### config.mk
export PLATFORM = sky130hd
export DESIGN_NAME = rdc_div_cell
export DESIGN_NICKNAME = d
export VERILOG_FILES = /design/src/rtl/rdc_div_cell.sv
export SDC_FILE = /design/constraint.sdc
export NUM_CORES = 1
export LEC_CHECK = 0
export BUFFER_PORTS_ARGS = -buffer_cell sky130_fd_sc_hd__buf_4
export CORE_MARGIN = 10
export CORE_UTILIZATION = 30
export CTS_CLUSTER_SIZE = 16
export DETAILED_ROUTE_END_ITERATION = 16
export GPL_TIMING_DRIVEN = 0
export PLACE_DENSITY = 0.57
export SLEW_MARGIN = 20
export SYNTH_ARGS = -nofsm -noshare
export SYNTH_HDL_FRONTEND = slang
export SYNTH_SLANG_ARGS = --single-unit
### constraint.sdc
create_clock -name clk -period 3.9 [get_ports clk]
set_input_delay 1.17 -clock clk [delete_from_list [all_inputs] [get_ports clk]]
set_output_delay 1.17 -clock clk [all_outputs]
set_load 0.01 [all_outputs]
### src/rtl/rdc_div_cell.sv
`default_nettype none
module rdc_div_cell #(
  parameter int DW = 13,
  parameter int QW = 29
) (
  input  logic          clk,
  input  logic          en,
  input  logic [DW-1:0] div_i,
  input  logic [DW-1:0] rem_i,
  input  logic [QW-1:0] nq_i,
  output logic [DW-1:0] rem_o,
  output logic [QW-1:0] nq_o
);

  logic [DW:0]   r2;
  logic          ge;
  logic [DW-1:0] rem_nxt;
  logic [QW-1:0] nq_nxt;
  logic [DW-1:0] rem_r;
  logic [QW-1:0] nq_r;

  always_comb begin
    r2      = {rem_i, nq_i[QW-1]};
    ge      = (r2 >= {1'b0, div_i});
    rem_nxt = ge ? DW'(r2 - {1'b0, div_i}) : r2[DW-1:0];
    nq_nxt  = {nq_i[QW-2:0], ge};
  end

  always_ff @(posedge clk) begin
    if (en) begin
      rem_r <= rem_nxt;
      nq_r  <= nq_nxt;
    end
  end

  assign rem_o = rem_r;
  assign nq_o  = nq_r;

endmodule
`default_nettype wire

==> flow_results.org <==
** Run status
- The run finished with clean final reports.

** Place
- Including well taps, the total number of placed cells is 344.
- Number of input and output port buffers inserted :: 98
- At the end of routability-driven placement, the weighted congestion stood at 0.733.
- Sum of net half-perimeters after detailed placement :: 4.42 mm

** Final layout
- The library cell used most frequently in the layout, excluding fill and tap cells, is buf_4.
- The count of cells in the finished layout, fillers not included, comes to 352.
- The area growth from synthesis to layout is 44.6%.
- Leading cell types in the layout, fill and taps excluded :: 98 x buf_4, 42 x edfxtp_1, 15 x inv_1
- The number of antenna diodes in the final layout is 0.
- The net count of the finished layout is 326.
- Share of layout cells above drive strength 1 :: 47.7%
- Filler cells :: 663

** Yosys
- For this run, the leading register cell type out of synthesis is edfxtp_1.
- Post-synthesis sequential area ratio :: 59.8%
- Cells after Synth :: 150
- Counting flops with a built-in enable in the synthesized netlist gives 42.
- Ys async rst share :: 0%
- Synthesized netlist net count :: 221
- The synthesized netlist occupies a cell area of 0.00211 mm^2.
- Register bit total from synthesis :: 42
- Synth cell types :: 40
- Avg Cell Area, Syn :: 14.1 um^2
- Total of warnings raised by yosys :: 0

** Die
- The initial utilization of the core area, before any placement, comes to 30.9%.
- Y dimension of the die :: 104 um
- I/O pin cnt :: 99
- The floorplan step set the die width to 104 um.
- Std cell rows :: 30
- Placeable core region :: 0.00683 mm^2
- The die covers 0.0108 mm^2.

** Clocking
- The number of gates resized after CTS was 0.
- Maximum buffer depth of the clock tree :: 2
- Hold repair after CTS inserted 0 buffers.
- Clock-pin slew was measured on the worst setup and hold paths at 0.09 ns.
- CTS tree :: yes
- In this run the post-CTS setup repair buffer count came out at 0.
- The H-tree was split into 2 levels.
- The clock drives 42 sinks.
- Clk Tree Root Cell :: clkbuf_8
- Number of buffers created by CTS :: 5

** Drt
- For this run, design rule violations remaining after detail routing come to 0.
- In this run the remaining antenna-violating nets after routing total 0.
- Detailed routing inserted a total of 1591 vias.
- Routed WL :: 5.47 mm
- In this run, the number of DRC markers left after iteration 0 of detailed routing was 56.
- Per-cell routed wire length :: 15.5 um
- Before antenna repair, the detailed router went through 4 iterations.
- Via-per-instance ratio :: 4.52

** STA
- Final-report setup violation count :: 0
- Share of the clock period used by the worst path after layout :: 83.8%
- RSZ-0062 raised after global routing :: false
- Accumulated negative setup slack :: 0 ns
- Based on the critical path, the design can be clocked at up to 306 MHz.
- The routed design could run at a clock period as short as 3.27 ns.
- Headroom to the max-slew limit came out at 63.9%.
- Worst Tran Pin Value :: 0.541 ns
- The count of endpoints failing hold in the final timing report came to 0.
- Slew Viols, Final :: 0

** Worst setup path
- CP required :: 3.93 ns
- The worst setup path is captured at a flop.
- STA classifies the critical path startpoint as a primary input.
- Crit path arrival time :: 3.30 ns
- Worst Path Max Fanout :: 10
- By startpoint and endpoint, the worst setup path is classified as in2reg.

** Power and ir drop
- In this run the static leakage power is 0.00136 uW.
- Power spread over the standard cell area amounts to 375 mW/mm^2.
- Worst IR Drop VDD :: 130 uV

** Global route
- First-pass GRT wire length :: 8.54 mm
- Number of global-route vias before repair :: 1632
- Entering global routing, the biggest net connects 43 pins.
- After global routing the overflow that remains totals 0.
- Global routing used 9.75% of the available tracks.
- Number of antenna violations at the first check in global routing :: 0

** Min path
- Hold Path Depth :: 1
- The path class of the tightest hold or removal check is in2reg.

** Flow run
- Across the run, the number of max-cap violations was 0.
[metrics by stage]
step | utilization [%] | worst slack (ns) | total power [uW] | hold slack, ns | area, um^2
2_1_floorplan | - | 0.624 | 738 | 1.27 | 2110
3_3_place_gp | 43.4 | 0.315 | 884 | 1.35 | 2970
3_5_place_dp | 43.4 | 0.311 | 889 | 1.35 | 2970
4_1_cts | 44.7 | 0.615 | 1160 | 1.04 | 3050
5_1_grt | 44.7 | 0.505 | 1210 | 1.04 | 3050
6_report | 44.7 | 0.633 | 1140 | 1.05 | 3050
[cell families after synthesis]
| group | after synthesis | synth area share (%) |
|---|---|---|
| buffers and inverters | 16 | 3.62 |
| DFF | 42 | 59.8 |
| AOI/OAI and AO/OA | 26 | 8.36 |
| adders and majority gates | 14 | 8.65 |
| muxes | 13 | 8.06 |
| xor gates and xnor gates | 9 | 3.73 |
| and+or+nand+nor | 30 | 7.83 |
[worst max-delay path: stages]
cell and delay [ns]:
buf_4 0.11, ha_1 0.21, fa_1 0.40, nand2b_1 0.18, a21oi_2 0.20, o21ai_2 0.11
a211oi_2 0.19, o32a_2 0.26, buf_12 0.17, mux2_4 0.30
[path summary, 6_finish.rpt]
check | start | to | slack [ns]
setup / recovery | div_i[0] | rem_o[6]$_DFFE_PP_ | 0.63
hold / removal | nq_i[12] | nq_o[13]$_DFFE_PP_ | 1.05
[layer usage]
| metal | track usage, % | up-vias | part of all wire [%] | routed length [um] |
|---|---|---|---|---|
| met4 | 3.08 | 0 | 1.1 | 59 |
| met2 | 13.4 | 83 | 40 | 2180 |
| li1 | - | 764 | - | - |
| met1 | 12.8 | 737 | 48 | 2620 |
| met3 | 5.02 | 7 | 11 | 612 |
| met5 | 0 | - | 0 | 0 |
[flip-flops by register name (all words and copies together) (netlist names)]
| register | count |
|---|---|
| nq_o | 29 |
| rem_o | 13 |
[cells in the mapped netlist, types with 3 or more instances]
master	instances	share of area [%]
a21oi_1	8	1.9
edfxtp_1	42	60
ha_1	13	7.7
inv_1	15	2.7
mux2_2	3	1.6
mux2_4	7	5.0
nand2_1	4	0.71
nand2b_1	3	0.89
nor2_1	8	1.4
o21ai_0	4	0.95
xnor2_1	4	1.7
xor2_1	5	2.1
[power breakdown]
part	leakage, uW	total [uW]	internal [uW]	switching [uW]
Clock	0.0000416	269	123	147
Combinational	0.000910	307	172	135
Sequential	0.000411	567	555	12.6
[cell type report]
cell class	instances	area (um^2)	area share, %
Multi-Input combinational cell	92	773	25.3
Inverter	15	56.3	1.85
Clock buffer	5	68.8	2.26
Buffer	1	20.0	0.656
Clock inverter	3	16.3	0.533
Tap cell	96	120	3.94
Timing Repair Buffer	98	736	24.1
Sequential cell	42	1260	41.3
No activity file was read; power rests on OpenSTA's default activity.
