<file path="config.mk">
export PLATFORM = sky130hd
export DESIGN_NAME = rdc_sqrt_cell
export DESIGN_NICKNAME = d
export VERILOG_FILES = /design/src/rtl/rdc_pkg.sv /design/src/rtl/rdc_sqrt_cell.sv
export SDC_FILE = /design/constraint.sdc
export NUM_CORES = 1
export LEC_CHECK = 0
export BUFFER_PORTS_ARGS = -buffer_cell sky130_fd_sc_hd__buf_2
export CORE_MARGIN = 8
export CORE_UTILIZATION = 50
export CTS_BUF_LIST = sky130_fd_sc_hd__clkbuf_4
export CTS_CLUSTER_SIZE = 28
export DETAILED_ROUTE_END_ITERATION = 7
export GPL_TIMING_DRIVEN = 0
export PLACE_DENSITY_LB_ADDON = 0.15
export SYNTH_ARGS = -nofsm -noshare
export SYNTH_HDL_FRONTEND = slang
export SYNTH_SLANG_ARGS = --single-unit
export TNS_END_PERCENT = 1
</file>
<file path="constraint.sdc">
create_clock -name clk -period 3.8 [get_ports clk]
set_input_delay 0.57 -clock clk [delete_from_list [all_inputs] [get_ports clk]]
set_output_delay 0.57 -clock clk [all_outputs]
set_load 0.02 [all_outputs]
</file>
<file path="src/rtl/rdc_pkg.sv">
`default_nettype none
package rdc_pkg;

  localparam int SW_W       = 13;
  localparam int POS_W      = 22;
  localparam int DIR_W      = 18;
  localparam int RAY_W      = 19;
  localparam int CELL_W     = 6;
  localparam int DIST_W     = 32;
  localparam int CFG_DW     = 22;
  localparam int CFG_AW     = 3;
  localparam int EXTRA_BITS = 13;
  localparam int SQ_SHIFT   = 26;
  localparam int RAD_W      = 64;
  localparam int ROOT_W     = 32;

  localparam int RAY_MAX = 262143;
  localparam int RAY_MIN = -262144;

  localparam logic [SW_W-1:0]         RST_SCREEN_WIDTH = 13'd640;
  localparam logic [POS_W-1:0]        RST_POS          = 22'd0;
  localparam logic signed [DIR_W-1:0] RST_DIR_X        = 18'sd65536;
  localparam logic signed [DIR_W-1:0] RST_DIR_Y        = 18'sd0;
  localparam logic signed [DIR_W-1:0] RST_PLANE_X      = 18'sd0;
  localparam logic signed [DIR_W-1:0] RST_PLANE_Y      = 18'sd43254;

  typedef enum logic [CFG_AW-1:0] {
    CFG_SCREEN_WIDTH,
    CFG_POS_X,
    CFG_POS_Y,
    CFG_DIR_X,
    CFG_DIR_Y,
    CFG_PLANE_X,
    CFG_PLANE_Y
  } cfg_idx_t;

  typedef struct packed {
    logic signed [RAY_W-1:0] rx;
    logic signed [RAY_W-1:0] ry;
    logic [RAY_W-1:0]        ax;
    logic [RAY_W-1:0]        ay;
    logic                    ovfx;
    logic                    ovfy;
  } rdc_ctx_t;

  typedef struct packed {
    logic signed [RAY_W-1:0] ray_dir_x;
    logic signed [RAY_W-1:0] ray_dir_y;
    logic [CELL_W-1:0]       cell_x;
    logic [CELL_W-1:0]       cell_y;
    logic                    step_neg_x;
    logic                    step_neg_y;
    logic [DIST_W-1:0]       delta_dist_x;
    logic [DIST_W-1:0]       delta_dist_y;
    logic [DIST_W-1:0]       side_dist_x;
    logic [DIST_W-1:0]       side_dist_y;
  } rdc_result_t;

endpackage
`default_nettype wire

</file>
<file path="src/rtl/rdc_sqrt_cell.sv">
`default_nettype none
module rdc_sqrt_cell import rdc_pkg::*; (
  input  logic              clk,
  input  logic              en,
  input  logic [RAD_W-1:0]  rad_i,
  input  logic [ROOT_W:0]   rem_i,
  input  logic [ROOT_W-1:0] root_i,
  output logic [RAD_W-1:0]  rad_o,
  output logic [ROOT_W:0]   rem_o,
  output logic [ROOT_W-1:0] root_o
);

  logic [ROOT_W+2:0] rem_sh;
  logic [ROOT_W+2:0] trial;
  logic              ge;
  logic [ROOT_W:0]   rem_nxt;
  logic [ROOT_W-1:0] root_nxt;
  logic [RAD_W-1:0]  rad_nxt;
  logic [RAD_W-1:0]  rad_r;
  logic [ROOT_W:0]   rem_r;
  logic [ROOT_W-1:0] root_r;

  always_comb begin
    rem_sh   = {rem_i, rad_i[RAD_W-1 -: 2]};
    trial    = {1'b0, root_i, 2'b01};
    ge       = (rem_sh >= trial);
    rem_nxt  = ge ? (ROOT_W+1)'(rem_sh - trial) : rem_sh[ROOT_W:0];
    root_nxt = {root_i[ROOT_W-2:0], ge};
    rad_nxt  = {rad_i[RAD_W-3:0], 2'b00};
  end

  always_ff @(posedge clk) begin
    if (en) begin
      rad_r  <= rad_nxt;
      rem_r  <= rem_nxt;
      root_r <= root_nxt;
    end
  end

  assign rad_o  = rad_r;
  assign rem_o  = rem_r;
  assign root_o = root_r;

endmodule
`default_nettype wire

</file>
==> results.txt, run 1 <==
- Run status: finished clean
- At the end of the flow the core is filled with cells to 66.1%.
* Final weighted congestion in routability-driven placement: 0.860
- Total core area: 12000 sq um
- The number of hold buffers added after CTS was 0.
- Cell count after synthesis: 488
- After detailed placement, the total cell area comes to 7610 sq um.
* Cell with the most instances after synthesis: sky130_fd_sc_hd__edfxtp_1
- In the synthesized netlist the dominant register cell turns out to be sky130_fd_sc_hd__edfxtp_1.
- Hold path cells: 1
- Number of cells upsized or downsized after cts: 0
- # rows: 40
- Post-CTS Setup Repair Bufs: 0
* Combinational group share of total power: 23.9%
- Once layout is complete, the cells apart from fillers number 927.
- CTS tree: yes
- Yosys warns: 0
- In this run the worst hold path is classified as input port to flop.
- Setup repair after global routing left no endpoint under its margin.
* Average size of a mapped cell: 12.5 sq um
- Post-synth EDFFs: 127
- TritonCTS created 17 clock buffers.
- Summed over all failing endpoints, the final setup total negative slack is 0 ns.
* Number of clock sinks: 127
- The wire-length estimate of the detail-placed layout is 13.0 mm.
- Across all hold checks on the routed design, the worst slack comes to 0.210 ns.
- Arr. time, crit path: 3.35 ns
- The final max-slew violation count came to 0.
- Wire length after detailed routing: 16.4 mm
- H-Tree Level Count: 4
- In the final layout, the share of cells above drive strength 1 is 40.4%.
* Die Height: 126 microns
* Buffers & Inverters on Critical Path: 2
- Entering global routing, the biggest net connects 85 pins.
- After synthesis the netlist holds a flip-flop and latch count of 127.
- Setup violations remaining at the end of the flow were counted as 0.
- Distinct cells, synth: 48
* Highest clock rate: 327 MHz
- Total number of vias: 4859
- Pre-antenna DRT Iters: 5
- Of all nets on the critical path, the largest fanout is 4.
- Maximum VDD drop: 222 uV
- After filler insertion, the fill cell instance count of the layout stands at 944.
- Initial standard-cell utilization of the core: 51.0%
- Global routing used 20.1% of the available tracks.
- Critical path startpoint: root_i[0]
- In the final routed layout, each cell accounts on average for 17.7 microns.
- Crit path max-delay cell type: sky130_fd_sc_hd__o31ai_1
- First-pass GRT wire length: 25.3 mm
- Cell internal power was estimated by the tool at 2.49 mW.
- The count of nets left with antenna violations once routing finished came out at 0.
* Min Tclk post-route: 3.06 ns
- The analysis attributes to net switching a power of 1.06 mW.
- Clock network fraction of total power: 27.1%
* Class of the most critical setup path: input port to flop
- Asr flop ratio synth: 0%
* Slew margin rel.: 55.5%
- Hold_sp: rad_i[35]
* Die width: 126 microns
* Post-route cell area: 7910 sq um
* Top cell types by occurrence after synthesis: 127 x sky130_fd_sc_hd__edfxtp_1, 56 x sky130_fd_sc_hd__a21oi_1, 42 x sky130_fd_sc_hd__nor2_1
- CP endpoint kind: flop
- Broken down by cell family, the worst path's largest delay share belongs to compound AO/OA/AOI/OAI gates.
- After detailed routing, the number of remaining DRC violations is 0.
* Via count of the first global-routing pass: 4907
* Most numerous cell on the critical path: sky130_fd_sc_hd__a21oi_1
- In this run the power density over the cells is 449 nW/um^2.
- Port buffering added 257 buffers.
- In this run the deepest clock path goes through 2 buffers.
- After detailed routing, the number of vias per cell comes to 5.24.
- Final hold vios: 0
* Starting DRC count in detailed routing: 288
* Number of violations of the max-capacitance limit: 0
- Signed area change from the synthesized netlist to the final layout: 29.7%
- Static Leak: 3.54 nW
* Yosys top cell by area: sky130_fd_sc_hd__edfxtp_1
- Sorting the synthesized cells by area gives the leading types as sky130_fd_sc_hd__edfxtp_1 63%, sky130_fd_sc_hd__ha_1 7.0%, sky130_fd_sc_hd__a21oi_1 4.6%.
- The total overflow left after global routing is 0.
- Sequential cells account for 49.0% of the total power.
- Nature of the critical path startpoint: input port
- Ports placed on the boundary: 260
- Number of cells in the design after placement: 894
- After layout, the worst path uses 80.4% of the clock period.
- The tree is rooted in a sky130_fd_sc_hd__clkbuf_4.
* Peak per-stage delay on the critical path: 0.59 ns
- Overall die area: 16000 sq um
- STA puts the critical path data required time at 4.10 ns.
- Area of the mapped netlist: 6100 sq um
* Initial antenna violation count: 1
- In the final design database the tool counted 931 nets.
- Worst path cell trace: buf_2 > inv_1 > ha_1 > nor2b_1 > o31ai_2 > a21oi_1 > a221o_1 > a21oi_2 > o31ai_1 > a21oi_1 > xnor2_1 > mux2_2
* Worst Tran Pin Value: 0.662 ns
- Switching power share of the total: 30.0%
* Clock-pin slew reported for the worst setup and hold paths after clock tree synthesis: 0.12 ns
- For hold timing, the worst endpoint is rad_o[37].
* Fraction of the yosys area taken by sequential cells: 62.5%
* Area fraction of the dominant cell type after synthesis: 62.5%
[per-stage QoR]
stage | power, mW | setup slack (ns)
floorplan | 2.30 | 0.853
global placement | 2.61 | 0.277
detailed placement | 2.62 | 0.263
CTS | 3.59 | 0.860
global route | 3.71 | 0.699
finish | 3.55 | 0.743
[kinds of logic after synthesis]
group           synth area share, %
compound gates                 13.6
flops                          62.5
simple gates                   7.53
buf+inv                        4.04
fa+ha+maj                      6.97
xor+xnor                       4.02
mux                            1.29
other cells                  0.0615
[final cells by class]
cell class                 count  area [sq um]  area share (%)
sequential                   127          3810            48.2
multi-input combinational    305          2040            25.8
timing repair buffer         258          1320            16.7
tap                          147           184            2.33
clock inverter                14           164            2.07
inverter                      39           146            1.85
clock buffer                  18           135            1.71
buffer                        18           100            1.27
antenna                        1          2.50          0.0316
[cell usage in the layout, fill, tap and decap left out, drive strengths merged, types with 2 or more instances in the layout]
cell type and instances:
buf 271, edfxtp 127, a21oi 58, nor2 42, inv 41, ha 34
nand2 28, clkbuf 23, o21ai 21, xnor2 19, a21o 9, xor2 9
o21a 8, nand3 8, mux2 7, o21bai 6, nand4 6, nor3 5
a31oi 5, clkinvlp 5, a211oi 5, nand2b 4, clkinv 4, and3 3
a221o 3, bufinv 3, o31ai 3, o211ai 2, a221oi 2, a41oi 2
conb 2
[power by group through the flow]
| stage | sequential [mW] | clock, mW | combinational (mW) |
|---|---|---|---|
| after floorplan | 1.96 | 0 | 0.339 |
| after global placement | 1.77 | 0 | 0.835 |
| after detailed placement | 1.77 | 0 | 0.850 |
| after CTS | 1.74 | 0.990 | 0.855 |
| after global routing | 1.75 | 1.04 | 0.923 |
| final | 1.74 | 0.961 | 0.849 |
[state kept, by name, summed over array words and instances, names as in the netlist]
register  count
rad_o        62
rem_o        33
root_o       32
[per-layer routing]
layer / GRT usage, % / part of all wire, % / vias to the layer above
li1: - / - / 2360
met1: 21.2 / 38 / 2299
met2: 35.6 / 52 / 185
met3: 8.38 / 8.8 / 15
met4: 6.37 / 0.97 / 0
met5: 0 / 0 / -
[worst max path at each step]
stage                     end  depth (start not counted)
CTS                 rem_o[30]                         12
global placement    rem_o[30]                         12
global route        rem_o[30]                         12
detailed placement  rem_o[30]                         12
floorplan           rem_o[32]                         11
finish              rem_o[30]                         12
(Power assumes the default switching activity.)
==> run 2, diff against run 1 <==
--- a/config.mk
+++ b/config.mk
@@ -7,7 +7,7 @@
 export LEC_CHECK = 0
 export BUFFER_PORTS_ARGS = -buffer_cell sky130_fd_sc_hd__buf_2
 export CORE_MARGIN = 8
-export CORE_UTILIZATION = 50
+export CORE_UTILIZATION = 45
 export CTS_BUF_LIST = sky130_fd_sc_hd__clkbuf_4
 export CTS_CLUSTER_SIZE = 28
 export DETAILED_ROUTE_END_ITERATION = 7
==> constraint.sdc (replaced) <==
create_clock -name clk -period 2.8 [get_ports clk]
set_input_delay 0.42 -clock clk [delete_from_list [all_inputs] [get_ports clk]]
set_output_delay 0.42 -clock clk [all_outputs]
set_load 0.02 [all_outputs]
==> run 2 against run 1 <==
  * Cell count grew 7.7%
  * Clock-buffer cell count grew 1
  * Sequential power grew 36%
  * Largest cell class unchanged
  * Largest power group unchanged
==> results.txt, run 2 (synthesis gave the netlist of run 1 again) <==
* Number of violations of the max-capacitance limit: 0
* Crit path max-delay cell type: sky130_fd_sc_hd__a221o_1
- The HPWL after detailed placement is 13.3 mm.
* Total number of vias: 5019
- Run status: finished clean
- Maximum VDD drop: 259 uV
- Maximum number of pins on one net before global-route repair: 75
* CTS tree: yes
- Root buffer cell: sky130_fd_sc_hd__clkbuf_4
- Setup-violating endpoint count in the final report: 0
* Required time of the worst setup path: 3.09 ns
- From synthesis to final layout, the design area changed by 37.4%.
- Port buffer count: 257
- The floorplan has 42 rows.
- The die is 132 microns tall.
- Buffers & Inverters on Critical Path: 1
- Number of cells in the design after placement: 923
- For this run, the top clock speed supported by timing is 369 MHz.
- Combinational group share of total power: 24.7%
- The tree built by TritonCTS fans out to 127 sinks.
- Hold Crit Class: input port to flop
- Pre-antenna DRT Iters: 6
* Total overflow reported by the global router: 0
- Total clock buffers created by CTS: 17
- Class of the most critical setup path: input port to flop
- Arr. time, crit path: 3.00 ns
- Post-layout nets: 972
- Net Sw Power: 1.51 mW
* Leading cell type in the layout, fill and taps excluded: sky130_fd_sc_hd__buf_2
- Clock-pin slew reported for the worst setup and hold paths after clock tree synthesis: 0.12 ns
* Antenna Violating Nets Remaining: 0
- Flop pwr share: 47.8%
* Number of pins exceeding their max-slew limit in the final report: 0
* Overall die area: 17500 sq um
- Final hold vios: 0
- Maximum number of buffers from clock root to sink: 2
- CP endpoint kind: flop
- Min Tclk post-route: 2.71 ns
- Total GRT Usage: 18.8%
- Post-route cell area: 8380 sq um
- Dividing total power by cell area gives a power density of 589 nW/um^2.
* Placed cell areas: 7640 sq um
- Most used cells in the layout excluding fill and tap cells: 263 x sky130_fd_sc_hd__buf_2, 127 x sky130_fd_sc_hd__edfxtp_1, 55 x sky130_fd_sc_hd__a21oi_1
* Setup TNS Final: 0 ns
* Fraction of the core area covered by cells at the end of the flow: 63.3%
- Share of final-layout standard cells stronger than drive strength 1: 39.1%
* Ports placed on the boundary: 260
- In this run the number of H-tree levels came out at 4.
* Starting DRC count in detailed routing: 239
- Along the worst path, the maximum fanout reaches 4.
- On the critical path the largest part of the delay comes from compound AO/OA/AOI/OAI gates.
- Peak per-stage delay on the critical path: 0.43 ns
- # DRC: 0
* Post-layout instance count excluding filler cells: 998
- Worst Tran Pin Value: 0.523 ns
* Wire length after detailed routing: 17.8 mm
* Die width: 132 microns
- In the finished design, the share of the clock period the worst path needs comes to 96.7%.
- Worst path cell trace: buf_2 > ha_1 > nor2b_1 > o31ai_2 > a21oi_1 > a221o_1 > a221o_1 > a21o_1 > a21oi_2 > xor2_1 > a21oi_1
* Initial antenna violation count: 2
- STA classifies the critical path startpoint as an input port.
- Worst hold slack across all endpoints: 0.0580 ns
- Using the TritonRoute via totals, the vias-per-cell ratio works out to 5.03.
- The analysis attributes to cell leakage a power of 3.73 nW.
* Via count of the first global-routing pass: 5024
- Headroom to the max-slew limit came out at 64.8%.
- Internal Pwr Total: 3.43 mW
* First-pass GRT wire length: 26.2 mm
* Clock network fraction of total power: 27.5%
- At the end of routability-driven placement, the weighted congestion stood at 0.893.
- Number of flip-flops under the largest register name: 62
- Total core area: 13200 sq um
- Initial standard-cell utilization of the core: 46.1%
* Routed WL per cell: 17.8 microns
* Switching power share of the total: 30.5%
==> run 2: cell count changes in the layout (fill, tap and decap cells not counted), sizes merged <==
cell         change
buf              +1
clkbuf           +2
clkinv           +1
clkinvlp         -2
diode            +1
dlygate4sd3     +39
==> run 2: area by class of cell <==
type,count,area [sq um]
multi-input combinational,305,2060
fill,1097,4860
buffer,18,106
sequential,127,3810
clock buffer,19,143
antenna,2,5.00
inverter,39,146
clock inverter,13,163
timing repair buffer,299,1730
tap,176,220
==> run 2: power groups by stage <==
| stage | logic [mW] | registers, mW | clock network (mW) |
|---|---|---|---|
| after floorplan | 0.460 | 2.66 | 0 |
| after global routing | 1.32 | 2.38 | 1.47 |
| after global placement | 1.14 | 2.40 | 0 |
| final | 1.22 | 2.36 | 1.36 |
| after CTS | 1.17 | 2.36 | 1.40 |
| after detailed placement | 1.16 | 2.40 | 0 |
==> run 2: final timing paths <==
| path | slack [ns] | cells after the start | to | from |
|---|---|---|---|---|
| hold / removal | 0.06 | 1 | rad_o[58] | rad_i[56] |
| setup / recovery | 0.09 | 11 | rem_o[32] | rem_i[0] |
==> run 2: repair_timing <==
action,4_1_cts,5_1_grt
endpoints found under the setup margin,0,26
gates resized for setup,0,5
buffers inserted,0,2
hold buffers,0,39
hold endpoints to repair,0,39
==> run 2: layer usage <==
metal	up-vias	global-route usage, %	wire (microns)
met5	-	0	0
met4	0	6.56	200
met3	14	8.18	1510
met2	220	32.4	9060
met1	2336	20.1	6980
li1	2449	-	-
==> run 2: per-stage QoR <==
step	total power, mW	setup slack (ns)
floorplan	3.12	0.00266
global placement	3.54	-0.583
detailed placement	3.56	-0.548
CTS	4.94	0.0410
global route	5.17	-0.000397
finish	4.94	0.0926
