File: config.mk
export PLATFORM = sky130hd
export DESIGN_NAME = rdc_out_buf_flat
export DESIGN_NICKNAME = d
export VERILOG_FILES = /design/src/rtl/rdc_pkg.sv /design/src/rtl/rdc_out_if.sv /design/src/rtl/rdc_out_buf.sv /design/src/flat_wrapper.sv
export SDC_FILE = /design/constraint.sdc
export NUM_CORES = 1
export LEC_CHECK = 0
export ABC_CLOCK_PERIOD_IN_PS = 9680
export BUFFER_PORTS_ARGS = -buffer_cell sky130_fd_sc_hd__buf_2
export CELL_PAD_IN_SITES_DETAIL_PLACEMENT = 1
export CELL_PAD_IN_SITES_GLOBAL_PLACEMENT = 1
export CORE_MARGIN = 8
export CORE_UTILIZATION = 40
export CTS_CLUSTER_DIAMETER = 150
export DETAILED_ROUTE_END_ITERATION = 8
export PLACE_DENSITY = 0.82
export SETUP_SLACK_MARGIN = 0.02
export SLEW_MARGIN = 0
export SYNTH_ARGS = -nofsm -noshare
export SYNTH_HDL_FRONTEND = slang
export SYNTH_SLANG_ARGS = --single-unit
File: constraint.sdc
create_clock -name clk -period 9.68 [get_ports clk]
set_clock_uncertainty 0.2 [all_clocks]
set_input_delay 0.484 -clock clk [delete_from_list [all_inputs] [get_ports clk]]
set_output_delay 0.484 -clock clk [all_outputs]
set_load 0.02 [all_outputs]
File: src/rtl/rdc_pkg.sv
`default_nettype none
package rdc_pkg;

  localparam int SW_W       = 13;
  localparam int POS_W      = 22;
  localparam int DIR_W      = 18;
  localparam int RAY_W      = 19;
  localparam int CELL_W     = 6;
  localparam int DIST_W     = 32;
  localparam int CFG_DW     = 22;
  localparam int CFG_AW     = 3;
  localparam int EXTRA_BITS = 13;
  localparam int SQ_SHIFT   = 26;
  localparam int RAD_W      = 64;
  localparam int ROOT_W     = 32;

  localparam int RAY_MAX = 262143;
  localparam int RAY_MIN = -262144;

  localparam logic [SW_W-1:0]         RST_SCREEN_WIDTH = 13'd640;
  localparam logic [POS_W-1:0]        RST_POS          = 22'd0;
  localparam logic signed [DIR_W-1:0] RST_DIR_X        = 18'sd65536;
  localparam logic signed [DIR_W-1:0] RST_DIR_Y        = 18'sd0;
  localparam logic signed [DIR_W-1:0] RST_PLANE_X      = 18'sd0;
  localparam logic signed [DIR_W-1:0] RST_PLANE_Y      = 18'sd43254;

  typedef enum logic [CFG_AW-1:0] {
    CFG_SCREEN_WIDTH,
    CFG_POS_X,
    CFG_POS_Y,
    CFG_DIR_X,
    CFG_DIR_Y,
    CFG_PLANE_X,
    CFG_PLANE_Y
  } cfg_idx_t;

  typedef struct packed {
    logic signed [RAY_W-1:0] rx;
    logic signed [RAY_W-1:0] ry;
    logic [RAY_W-1:0]        ax;
    logic [RAY_W-1:0]        ay;
    logic                    ovfx;
    logic                    ovfy;
  } rdc_ctx_t;

  typedef struct packed {
    logic signed [RAY_W-1:0] ray_dir_x;
    logic signed [RAY_W-1:0] ray_dir_y;
    logic [CELL_W-1:0]       cell_x;
    logic [CELL_W-1:0]       cell_y;
    logic                    step_neg_x;
    logic                    step_neg_y;
    logic [DIST_W-1:0]       delta_dist_x;
    logic [DIST_W-1:0]       delta_dist_y;
    logic [DIST_W-1:0]       side_dist_x;
    logic [DIST_W-1:0]       side_dist_y;
  } rdc_result_t;

endpackage
`default_nettype wire

File: src/rtl/rdc_out_if.sv
`default_nettype none
interface rdc_out_if import rdc_pkg::*; ();
  logic                    valid;
  logic                    ready;
  logic signed [RAY_W-1:0] ray_dir_x;
  logic signed [RAY_W-1:0] ray_dir_y;
  logic [CELL_W-1:0]       cell_x;
  logic [CELL_W-1:0]       cell_y;
  logic                    step_neg_x;
  logic                    step_neg_y;
  logic [DIST_W-1:0]       delta_dist_x;
  logic [DIST_W-1:0]       delta_dist_y;
  logic [DIST_W-1:0]       side_dist_x;
  logic [DIST_W-1:0]       side_dist_y;

  modport source (output valid, output ray_dir_x, output ray_dir_y, output cell_x,
                  output cell_y, output step_neg_x, output step_neg_y,
                  output delta_dist_x, output delta_dist_y, output side_dist_x,
                  output side_dist_y, input ready);
  modport sink (input valid, input ray_dir_x, input ray_dir_y, input cell_x,
                input cell_y, input step_neg_x, input step_neg_y,
                input delta_dist_x, input delta_dist_y, input side_dist_x,
                input side_dist_y, output ready);
endinterface
`default_nettype wire

File: src/rtl/rdc_out_buf.sv
`default_nettype none
module rdc_out_buf import rdc_pkg::*; (
  input  logic             clk,
  input  logic             rst_n,
  input  logic             push_i,
  input  rdc_result_t      data_i,
  output logic             space_o,
  rdc_out_if.source        out_ch
);

  rdc_result_t ent_r [2];
  logic        wr_ptr_r, wr_ptr_nxt;
  logic        rd_ptr_r, rd_ptr_nxt;
  logic [1:0]  cnt_r, cnt_nxt;
  logic        pop;
  rdc_result_t head;

  assign pop     = out_ch.valid && out_ch.ready;
  assign space_o = (cnt_r != 2'd2);
  assign head    = ent_r[rd_ptr_r];

  always_comb begin
    wr_ptr_nxt = push_i ? ~wr_ptr_r : wr_ptr_r;
    rd_ptr_nxt = pop ? ~rd_ptr_r : rd_ptr_r;
    cnt_nxt    = 2'(cnt_r + {1'b0, push_i} - {1'b0, pop});
  end

  always_ff @(posedge clk) begin
    if (!rst_n) begin
      wr_ptr_r <= 1'b0;
      rd_ptr_r <= 1'b0;
      cnt_r    <= 2'd0;
    end else begin
      wr_ptr_r <= wr_ptr_nxt;
      rd_ptr_r <= rd_ptr_nxt;
      cnt_r    <= cnt_nxt;
    end
  end

  always_ff @(posedge clk) begin
    if (push_i) begin
      ent_r[wr_ptr_r] <= data_i;
    end
  end

  assign out_ch.valid        = (cnt_r != 2'd0);
  assign out_ch.ray_dir_x    = head.ray_dir_x;
  assign out_ch.ray_dir_y    = head.ray_dir_y;
  assign out_ch.cell_x       = head.cell_x;
  assign out_ch.cell_y       = head.cell_y;
  assign out_ch.step_neg_x   = head.step_neg_x;
  assign out_ch.step_neg_y   = head.step_neg_y;
  assign out_ch.delta_dist_x = head.delta_dist_x;
  assign out_ch.delta_dist_y = head.delta_dist_y;
  assign out_ch.side_dist_x  = head.side_dist_x;
  assign out_ch.side_dist_y  = head.side_dist_y;

endmodule
`default_nettype wire

File: src/flat_wrapper.sv
// flat-port wrapper written by rule: the top's interface ports become plain ports
module rdc_out_buf_flat import rdc_pkg::*;
  (clk, rst_n, push_i, data_i, space_o, out_ch_valid, out_ch_ray_dir_x, out_ch_ray_dir_y, out_ch_cell_x, out_ch_cell_y, out_ch_step_neg_x, out_ch_step_neg_y, out_ch_delta_dist_x, out_ch_delta_dist_y, out_ch_side_dist_x, out_ch_side_dist_y, out_ch_ready);
  rdc_out_if out_ch_i ();
  input  logic clk;
  input  logic rst_n;
  input  logic push_i;
  input  rdc_result_t data_i;
  output logic space_o;
  output wire logic [$bits(out_ch_i.valid)-1:0] out_ch_valid;
  output wire logic [$bits(out_ch_i.ray_dir_x)-1:0] out_ch_ray_dir_x;
  output wire logic [$bits(out_ch_i.ray_dir_y)-1:0] out_ch_ray_dir_y;
  output wire logic [$bits(out_ch_i.cell_x)-1:0] out_ch_cell_x;
  output wire logic [$bits(out_ch_i.cell_y)-1:0] out_ch_cell_y;
  output wire logic [$bits(out_ch_i.step_neg_x)-1:0] out_ch_step_neg_x;
  output wire logic [$bits(out_ch_i.step_neg_y)-1:0] out_ch_step_neg_y;
  output wire logic [$bits(out_ch_i.delta_dist_x)-1:0] out_ch_delta_dist_x;
  output wire logic [$bits(out_ch_i.delta_dist_y)-1:0] out_ch_delta_dist_y;
  output wire logic [$bits(out_ch_i.side_dist_x)-1:0] out_ch_side_dist_x;
  output wire logic [$bits(out_ch_i.side_dist_y)-1:0] out_ch_side_dist_y;
  input wire logic [$bits(out_ch_i.ready)-1:0] out_ch_ready;
  assign out_ch_valid = out_ch_i.valid;
  assign out_ch_ray_dir_x = out_ch_i.ray_dir_x;
  assign out_ch_ray_dir_y = out_ch_i.ray_dir_y;
  assign out_ch_cell_x = out_ch_i.cell_x;
  assign out_ch_cell_y = out_ch_i.cell_y;
  assign out_ch_step_neg_x = out_ch_i.step_neg_x;
  assign out_ch_step_neg_y = out_ch_i.step_neg_y;
  assign out_ch_delta_dist_x = out_ch_i.delta_dist_x;
  assign out_ch_delta_dist_y = out_ch_i.delta_dist_y;
  assign out_ch_side_dist_x = out_ch_i.side_dist_x;
  assign out_ch_side_dist_y = out_ch_i.side_dist_y;
  assign out_ch_i.ready = out_ch_ready;
  rdc_out_buf u_core (.clk(clk), .rst_n(rst_n), .push_i(push_i), .data_i(data_i), .space_o(space_o), .out_ch(out_ch_i));
endmodule
==> impl_table.tex, run 1 <==
\begin{tabular}{lr}
\hline
Metric & Value \\
\hline
\multicolumn{2}{l}{\textbf{Synthesis}} \\
\quad Share of the synthesized area in the top cell type & 79.3\% \\
\quad Main combinational cell family by area after synthesis & multiplexers \\
\quad Adder-Cell Fraction of Synth Area & 0.184\% \\
\quad Post-Synthesis Cell Area & 13,600 sq um \\
\quad Dominant register cell in the synthesized netlist & edfxtp\_1 \\
\quad Compound-cell area share of the yosys netlist & 0.110\% \\
\quad Asr flop ratio synth & 0\% \\
\quad Instance count of the mapped netlist & 583 \\
\quad Post-synthesis net count & 769 \\
\quad Leading post-synthesis cells by cell area & edfxtp\_1 (79\%), mux2\_4 (11\%), mux2\_2 (6.6\%) \\
\quad Leading cell type by number of instances after synthesis & edfxtp\_1 \\
\quad Parity-gate share of the synthesized area counting xor and xnor cells & 0.165\% \\
\quad Post-synth top area cell & edfxtp\_1 \\
\quad Top cells by instance count after synthesis & edfxtp\_1 (360), mux2\_4 (100), mux2\_2 (80) \\
\quad Multiplexer share of the synthesized area & 17.8\% \\
\quad Number of distinct library cells after synthesis & 16 \\
\quad Syn Area/Cell & 23.4 sq um \\
\quad Seq/Total Area, Yosys & 80.1\% \\
\quad Total of warnings raised by yosys & 0 \\
\quad Total of flip-flops plus latches after synthesis & 365 \\
\quad Simple-gate share of the synthesized area & 0.376\% \\
\quad Number of synthesized flops with an enable pin & 360 \\
\multicolumn{2}{l}{\textbf{Global route}} \\
\quad First-pass GRT wire length & 57,100 um \\
\quad Aggregate global routing overflow & 0 \\
\quad Largest net degree at the start of global routing & 82 \\
\quad Number of global-route vias before repair & 9,079 \\
\quad Number of antenna violations at the first check in global routing & 4 \\
\quad Global routing usage summed across all routing layers & 18.4\% \\
\multicolumn{2}{l}{\textbf{Timing}} \\
\quad Setup Total Neg Slack & 0 ns \\
\quad Final number of hold-violating endpoints & 0 \\
\quad Worst hold slack & 0.0489 ns \\
\quad RSZ-0062 raised after global routing & no \\
\quad Least-Margin Pin Slew & 1.14 ns \\
\quad Post-layout minimum cycle time & 3.97 ns \\
\quad Final setup violation count & 0 \\
\quad Setup WS post-layout & 5.71 ns \\
\quad Slew Limit Headroom & 23.8\% \\
\quad FMAX & 0.252 GHz \\
\quad Final period util & 41.0\% \\
\quad Final count of pins violating max slew & 0 \\
\multicolumn{2}{l}{\textbf{Drt}} \\
\quad DRC violations left & 0 \\
\quad Initial DRC Count & 348 \\
\quad Detail Route Antenna Nets & 0 \\
\quad First-pass detailed-route iteration total & 4 \\
\quad Ratio of routed vias to standard cells & 4.74 \\
\quad Vias & 7,775 \\
\quad WL/cell & 23.4 um \\
\quad Post-Route WL & 38,300 um \\
\multicolumn{2}{l}{\textbf{Floorplanning}} \\
\quad Core ar. & 33,500 sq um \\
\quad Number of top-level pins & 366 \\
\quad Initial Util & 40.6\% \\
\quad Number of rows created at floorplan & 67 \\
\quad Die Area & 40,200 sq um \\
\quad Die span in x & 201 um \\
\quad Vertical extent of the die & 201 um \\
\multicolumn{2}{l}{\textbf{Final layout}} \\
\quad Area growth syn-to-layout & 39.2\% \\
\quad Fraction of layout instances using a drive strength above 1 & 51.9\% \\
\quad Post-layout nets & 1,343 \\
\quad Post-route non-filler standard cell count & 1,639 \\
\quad Fraction of the core area covered by cells at the end of the flow & 56.6\% \\
\quad Area of all placed cells without fillers & 19,000 sq um \\
\multicolumn{2}{l}{\textbf{CTS}} \\
\quad Cell at the root of the clock tree & clkbuf\_16 \\
\quad Max H-tree Level & 2 \\
\quad TritonCTS sink count & 365 \\
\quad Num CTS Buffers & 39 \\
\quad TritonCTS clock tree & done \\
\quad Source-to-sink clock delay at the later pin of the worst-skew pair & 0.51 ns \\
\quad Maximum clock insertion buffer count & 3 \\
\quad Total setup buffers inserted after CTS & 0 \\
\quad Worst-path clk slew & 0.06 ns \\
\multicolumn{2}{l}{\textbf{Setup path}} \\
\quad Kind of cell adding the most delay to the critical path & buffers and inverters \\
\quad Delay of the slowest cell on the worst path & 0.80 ns \\
\quad Type of destination of the critical path & primary output \\
\quad Arrival time at the worst endpoint & 3.28 ns \\
\quad Data required time of the worst path & 9.00 ns \\
\quad Worst setup path category & reg -> out \\
\quad Largest fanout on the critical path & 50 \\
\quad Critical path buffers and inverters & 3 \\
\quad Worst path cell trace & buf\_4 -> buf\_4 -> mux2\_4 -> buf\_2 \\
\quad Worst path slowest cell & dfxtp\_4 \\
\quad Startpoint class of the critical path & flip-flop \\
\quad Critical Path Most Common Cell & buf\_4 \\
\multicolumn{2}{l}{\textbf{Place}} \\
\quad Post-detailed-placement half-perimeter wirelength & 23,000 um \\
\quad RePlAce Congestion & 0.769 \\
\quad Post-placement worst setup slack & 6.25 ns \\
\quad IO Port Bufs & 365 \\
\quad Area post-placement & 15,900 sq um \\
\quad DP Cell Count & 1,384 \\
\multicolumn{2}{l}{\textbf{Status}} \\
\quad Outcome & complete, no violations \\
\multicolumn{2}{l}{\textbf{Power and ir drop}} \\
\quad Worst ir drop on vdd & 0.160 mV \\
\quad Static Leak & 7.34 nW \\
\quad Pwr dens & 227 nW/um\^{}2 \\
\quad Power after layout & 4.31 mW \\
\multicolumn{2}{l}{\textbf{Flow run}} \\
\quad Max-cap check violation count & 0 \\
\multicolumn{2}{l}{\textbf{Worst hold path}} \\
\quad Hold Path Class & in -> reg \\
\hline
\end{tabular}
==> worst reg2reg max path, cell delays in order, from the launching register on <==
cell and delay [ns]:
dfxtp_1 0.39, and2_4 0.67, buf_4 0.93
==> cells in the final DEF, fill, tap and decap left out, types with 2 or more instances in the layout <==
master           n
buf_2          365
edfxtp_1       360
dlygate4sd3_1  180
mux2_4         100
mux2_2          80
clkbuf_16       41
clkinv_1        10
clkinv_2         9
buf_4            8
diode_2          5
clkinvlp_4       5
dfxtp_1          4
bufinv_16        3
o21a_1           2
inv_1            2
nand2_1          2
mux2i_1          2
nor2b_1          2
ha_1             2
clkbuf_1         2
==> worst paths after layout <==
| path | startpoint | endpoint | slack, ns | cells after the start |
|---|---|---|---|---|
| setup / recovery | flip-flop | out_ch_cell_x[2] | 5.71 | 4 |
| setup reg to reg | u_core.wr_ptr_r | u_core.ent_r[1][116] | 7.00 | 2 |
| hold reg to reg | u_core.rd_ptr_r | flip-flop | 0.29 | 2 |
| hold / removal | rst_n | u_core.wr_ptr_r | 0.05 | 2 |
==> logic make-up after synthesis <==
group	count (synthesis)
and+or+nand+nor	9
xor gates and xnor gates	1
buffers and inverters	22
DFF	365
AOI/OAI and AO/OA	2
adders and majority gates	2
muxes	182
==> registers in the layout (all words and copies together), names as in the netlist, named ones only <==
signal / count
u_core.wr_ptr_r: 1
u_core.cnt_r: 2
u_core.rd_ptr_r: 1
u_core.ent_r: 360
==> per-layer routing <==
| layer | routed length, um | GRT usage (%) | up-vias |
|---|---|---|---|
| li1 | - | - | 3474 |
| met1 | 15000 | 21.0 | 3901 |
| met2 | 19800 | 33.3 | 339 |
| met3 | 2600 | 4.76 | 61 |
| met4 | 1010 | 5.70 | 0 |
| met5 | 0 | 0 | - |
==> final cells by class <==
type / instances / area, sq um
clock inverters: 27 / 210
flip-flops and latches: 365 / 10900
fillers: 3109 / 14600
multi-input cells: 196 / 2550
clock buffers: 43 / 1030
diodes: 5 / 12.5
inverters: 2 / 7.51
well taps: 448 / 561
repair buffers: 553 / 3690
==> timing repair <==
item | in CTS | in global routing
setup endpoints to repair | 0 | 0
hold buffers | 180 | 0
resized for setup | 0 | 0
endpoints found under the hold margin | 360 | 0
==> power breakdown <==
part	total [mW]	switching, mW	internal [mW]
Clock	1.44	0.592	0.849
Sequential	1.89	0.0526	1.84
Combinational	0.984	0.538	0.446
Total	4.31	1.18	3.13
(Power assumes the default switching activity.)
==> inputs of run 2 (changes only) <==
--- a/config.mk
+++ b/config.mk
@@ -5,15 +5,15 @@
 export SDC_FILE = /design/constraint.sdc
 export NUM_CORES = 1
 export LEC_CHECK = 0
-export ABC_CLOCK_PERIOD_IN_PS = 9680
+export ABC_CLOCK_PERIOD_IN_PS = 3780
 export BUFFER_PORTS_ARGS = -buffer_cell sky130_fd_sc_hd__buf_2
 export CELL_PAD_IN_SITES_DETAIL_PLACEMENT = 1
 export CELL_PAD_IN_SITES_GLOBAL_PLACEMENT = 1
 export CORE_MARGIN = 8
-export CORE_UTILIZATION = 40
+export CORE_UTILIZATION = 45
 export CTS_CLUSTER_DIAMETER = 150
 export DETAILED_ROUTE_END_ITERATION = 8
-export PLACE_DENSITY = 0.82
+export PLACE_DENSITY = 0.87
 export SETUP_SLACK_MARGIN = 0.02
 export SLEW_MARGIN = 0
 export SYNTH_ARGS = -nofsm -noshare
==> constraint.sdc (replaced) <==
create_clock -name clk -period 3.78 [get_ports clk]
set_clock_uncertainty 0.2 [all_clocks]
set_input_delay 0.189 -clock clk [delete_from_list [all_inputs] [get_ports clk]]
set_output_delay 0.189 -clock clk [all_outputs]
set_load 0.02 [all_outputs]
==> run 2 against run 1 <==
Combinational power rose to 2.7 times the previous value. Hold slack better by 0.15 ns. Register-to-register slack worse by 5.4 ns. Global-route usage up 3.9 points. Clock-buffer cell count unchanged. Sequential cell count unchanged. Sequential share of layout area down 0.36 points. Critical path depth down 1. Largest power group unchanged.
==> impl_table.tex, run 2 (synthesis results as in run 1) <==
\begin{tabular}{lr}
\hline
Metric & Value \\
\hline
\multicolumn{2}{l}{\textbf{Status}} \\
\quad Outcome & complete, no violations \\
\multicolumn{2}{l}{\textbf{CTS}} \\
\quad Max H-tree Level & 2 \\
\quad Source-to-sink clock delay at the later pin of the worst-skew pair & 0.51 ns \\
\quad Maximum clock insertion buffer count & 3 \\
\quad Num CTS Buffers & 38 \\
\quad Worst-path clk slew & 0.07 ns \\
\quad TritonCTS clock tree & done \\
\quad Cell at the root of the clock tree & clkbuf\_16 \\
\quad TritonCTS sink count & 365 \\
\multicolumn{2}{l}{\textbf{Power and ir drop}} \\
\quad Worst ir drop on vdd & 0.490 mV \\
\quad Static Leak & 7.41 nW \\
\quad Pwr dens & 593 nW/um\^{}2 \\
\multicolumn{2}{l}{\textbf{Timing}} \\
\quad Slew Limit Headroom & 26.1\% \\
\quad FMAX & 0.360 GHz \\
\quad Final period util & 73.5\% \\
\quad Final count of pins violating max slew & 0 \\
\quad Worst hold slack & 0.201 ns \\
\quad Least-Margin Pin Slew & 1.11 ns \\
\quad Final number of hold-violating endpoints & 0 \\
\quad Post-layout minimum cycle time & 2.78 ns \\
\quad Final setup violation count & 0 \\
\quad RSZ-0062 raised after global routing & no \\
\quad Setup Total Neg Slack & 0 ns \\
\multicolumn{2}{l}{\textbf{Drt}} \\
\quad Detail Route Antenna Nets & 0 \\
\quad Post-Route WL & 41,600 um \\
\quad DRC violations left & 0 \\
\quad WL/cell & 26.2 um \\
\quad Ratio of routed vias to standard cells & 5.00 \\
\quad First-pass detailed-route iteration total & 4 \\
\quad Vias & 7,926 \\
\quad Initial DRC Count & 398 \\
\multicolumn{2}{l}{\textbf{Final layout}} \\
\quad Number of flip-flops in the largest register & 360 \\
\quad Area growth syn-to-layout & 40.1\% \\
\quad Most common cell after layout, fill and taps aside & buf\_2 \\
\quad Final-layout fill cell count & 2,598 \\
\quad Fraction of layout instances using a drive strength above 1 & 51.7\% \\
\quad Most frequent cells in the layout & buf\_2 (365), edfxtp\_1 (360), dlygate4sd3\_1 (184) \\
\quad Register containing the most flip-flops in the final layout & u\_core.ent\_r \\
\quad Largest registers & u\_core.ent\_r (360), u\_core.cnt\_r (2) \\
\quad Post-layout nets & 1,353 \\
\multicolumn{2}{l}{\textbf{Worst hold path}} \\
\quad Number of instances on the worst hold path & 2 \\
\quad Hold Path Class & in -> reg \\
\multicolumn{2}{l}{\textbf{Floorplanning}} \\
\quad Die span in x & 190 um \\
\quad Vertical extent of the die & 190 um \\
\quad Die Area & 36,100 sq um \\
\quad Core ar. & 29,700 sq um \\
\quad Number of top-level pins & 366 \\
\quad Initial Util & 45.9\% \\
\quad Number of rows created at floorplan & 63 \\
\multicolumn{2}{l}{\textbf{Setup path}} \\
\quad Worst R2R Setup Slack & 1.60 ns \\
\quad Arrival time at the worst endpoint & 2.39 ns \\
\quad Largest fanout on the critical path & 38 \\
\quad Startpoint class of the critical path & flip-flop \\
\quad R2R cell count & 4 \\
\quad Type of destination of the critical path & primary output \\
\quad Data required time of the worst path & 3.39 ns \\
\quad Worst setup path category & reg -> out \\
\multicolumn{2}{l}{\textbf{Global route}} \\
\quad Global routing usage summed across all routing layers & 22.3\% \\
\quad Number of global-route vias before repair & 9,220 \\
\quad Number of antenna violations at the first check in global routing & 6 \\
\quad Largest net degree at the start of global routing & 182 \\
\quad Aggregate global routing overflow & 0 \\
\quad First-pass GRT wire length & 60,000 um \\
\multicolumn{2}{l}{\textbf{Flow run}} \\
\quad Max-cap check violation count & 0 \\
\multicolumn{2}{l}{\textbf{Place}} \\
\quad IO Port Bufs & 365 \\
\quad Post-detailed-placement half-perimeter wirelength & 23,900 um \\
\quad RePlAce Congestion & 0.792 \\
\hline
\end{tabular}
[run 2: cell types whose count changed in the layout (fill, tap and decap cells not counted), sizes merged]
cell and delta:
clkinvlp -2, bufinv +3, buf +7, inv +1, clkinv -8, dlygate4sd3 +4
[run 2: worst paths after layout]
check	from	endpoint
max	flip-flop	out_ch_side_dist_x[24]
min	data_i[57]	u_core.ent_r[0][57]
max reg2reg	u_core.wr_ptr_r	u_core.wr_ptr_r
min reg2reg	u_core.rd_ptr_r	flip-flop
[run 2: worst max-delay path, cell delays in order (launching register included)]
cell	delay [ns]
dfxtp_4	0.85
buf_4	0.43
mux2_2	0.39
buf_2	0.17
[run 2: final cells by class]
class / instances / area [sq um] / area share [%]
flip-flops and latches: 365 / 10900 / 57.2
repair buffers: 564 / 3870 / 20.3
multi-input cells: 196 / 2550 / 13.3
clock buffers: 43 / 991 / 5.19
well taps: 390 / 488 / 2.56
clock inverters: 21 / 264 / 1.38
diodes: 5 / 12.5 / 0.0655
inverters: 2 / 7.51 / 0.0393
[run 2: per-stage QoR]
step | power [mW] | cell area [sq um] | std cells | worst slack (ns) | utilization [%]
after floorplan | 6.54 | 13600 | 583 | 0.154 | -
after global routing | 11.6 | 19100 | 1586 | 0.923 | 64.2
final | 11.3 | 19100 | 1586 | 1.00 | 64.2
after global placement | 7.22 | 16000 | 1333 | 1.62 | 53.8
after CTS | 11.3 | 19100 | 1581 | 0.990 | 64.2
after detailed placement | 7.31 | 16000 | 1333 | 1.56 | 53.8
[run 2: timing repair]
action / in CTS / in global routing
hold buffers: 184 / 0
buffers inserted: 0 / 0
resized for setup: 0 / 0
hold endpoints to repair: 365 / 0
[run 2: report_power, final]
part	internal [mW]	leakage, nW	total [mW]	switching [mW]
Clock	2.29	0.600	3.86	1.57
Sequential	4.70	3.42	4.86	0.157
Combinational	1.19	3.39	2.61	1.42
[run 2: metal layers]
layer | share of wire [%] | vias to the layer above | track usage (%)
met3 | 6.3 | 80 | 5.91
li1 | - | 3501 | -
met5 | 0.026 | - | 0
met1 | 35 | 4043 | 22.9
met4 | 3.3 | 2 | 7.82
met2 | 55 | 300 | 42.7
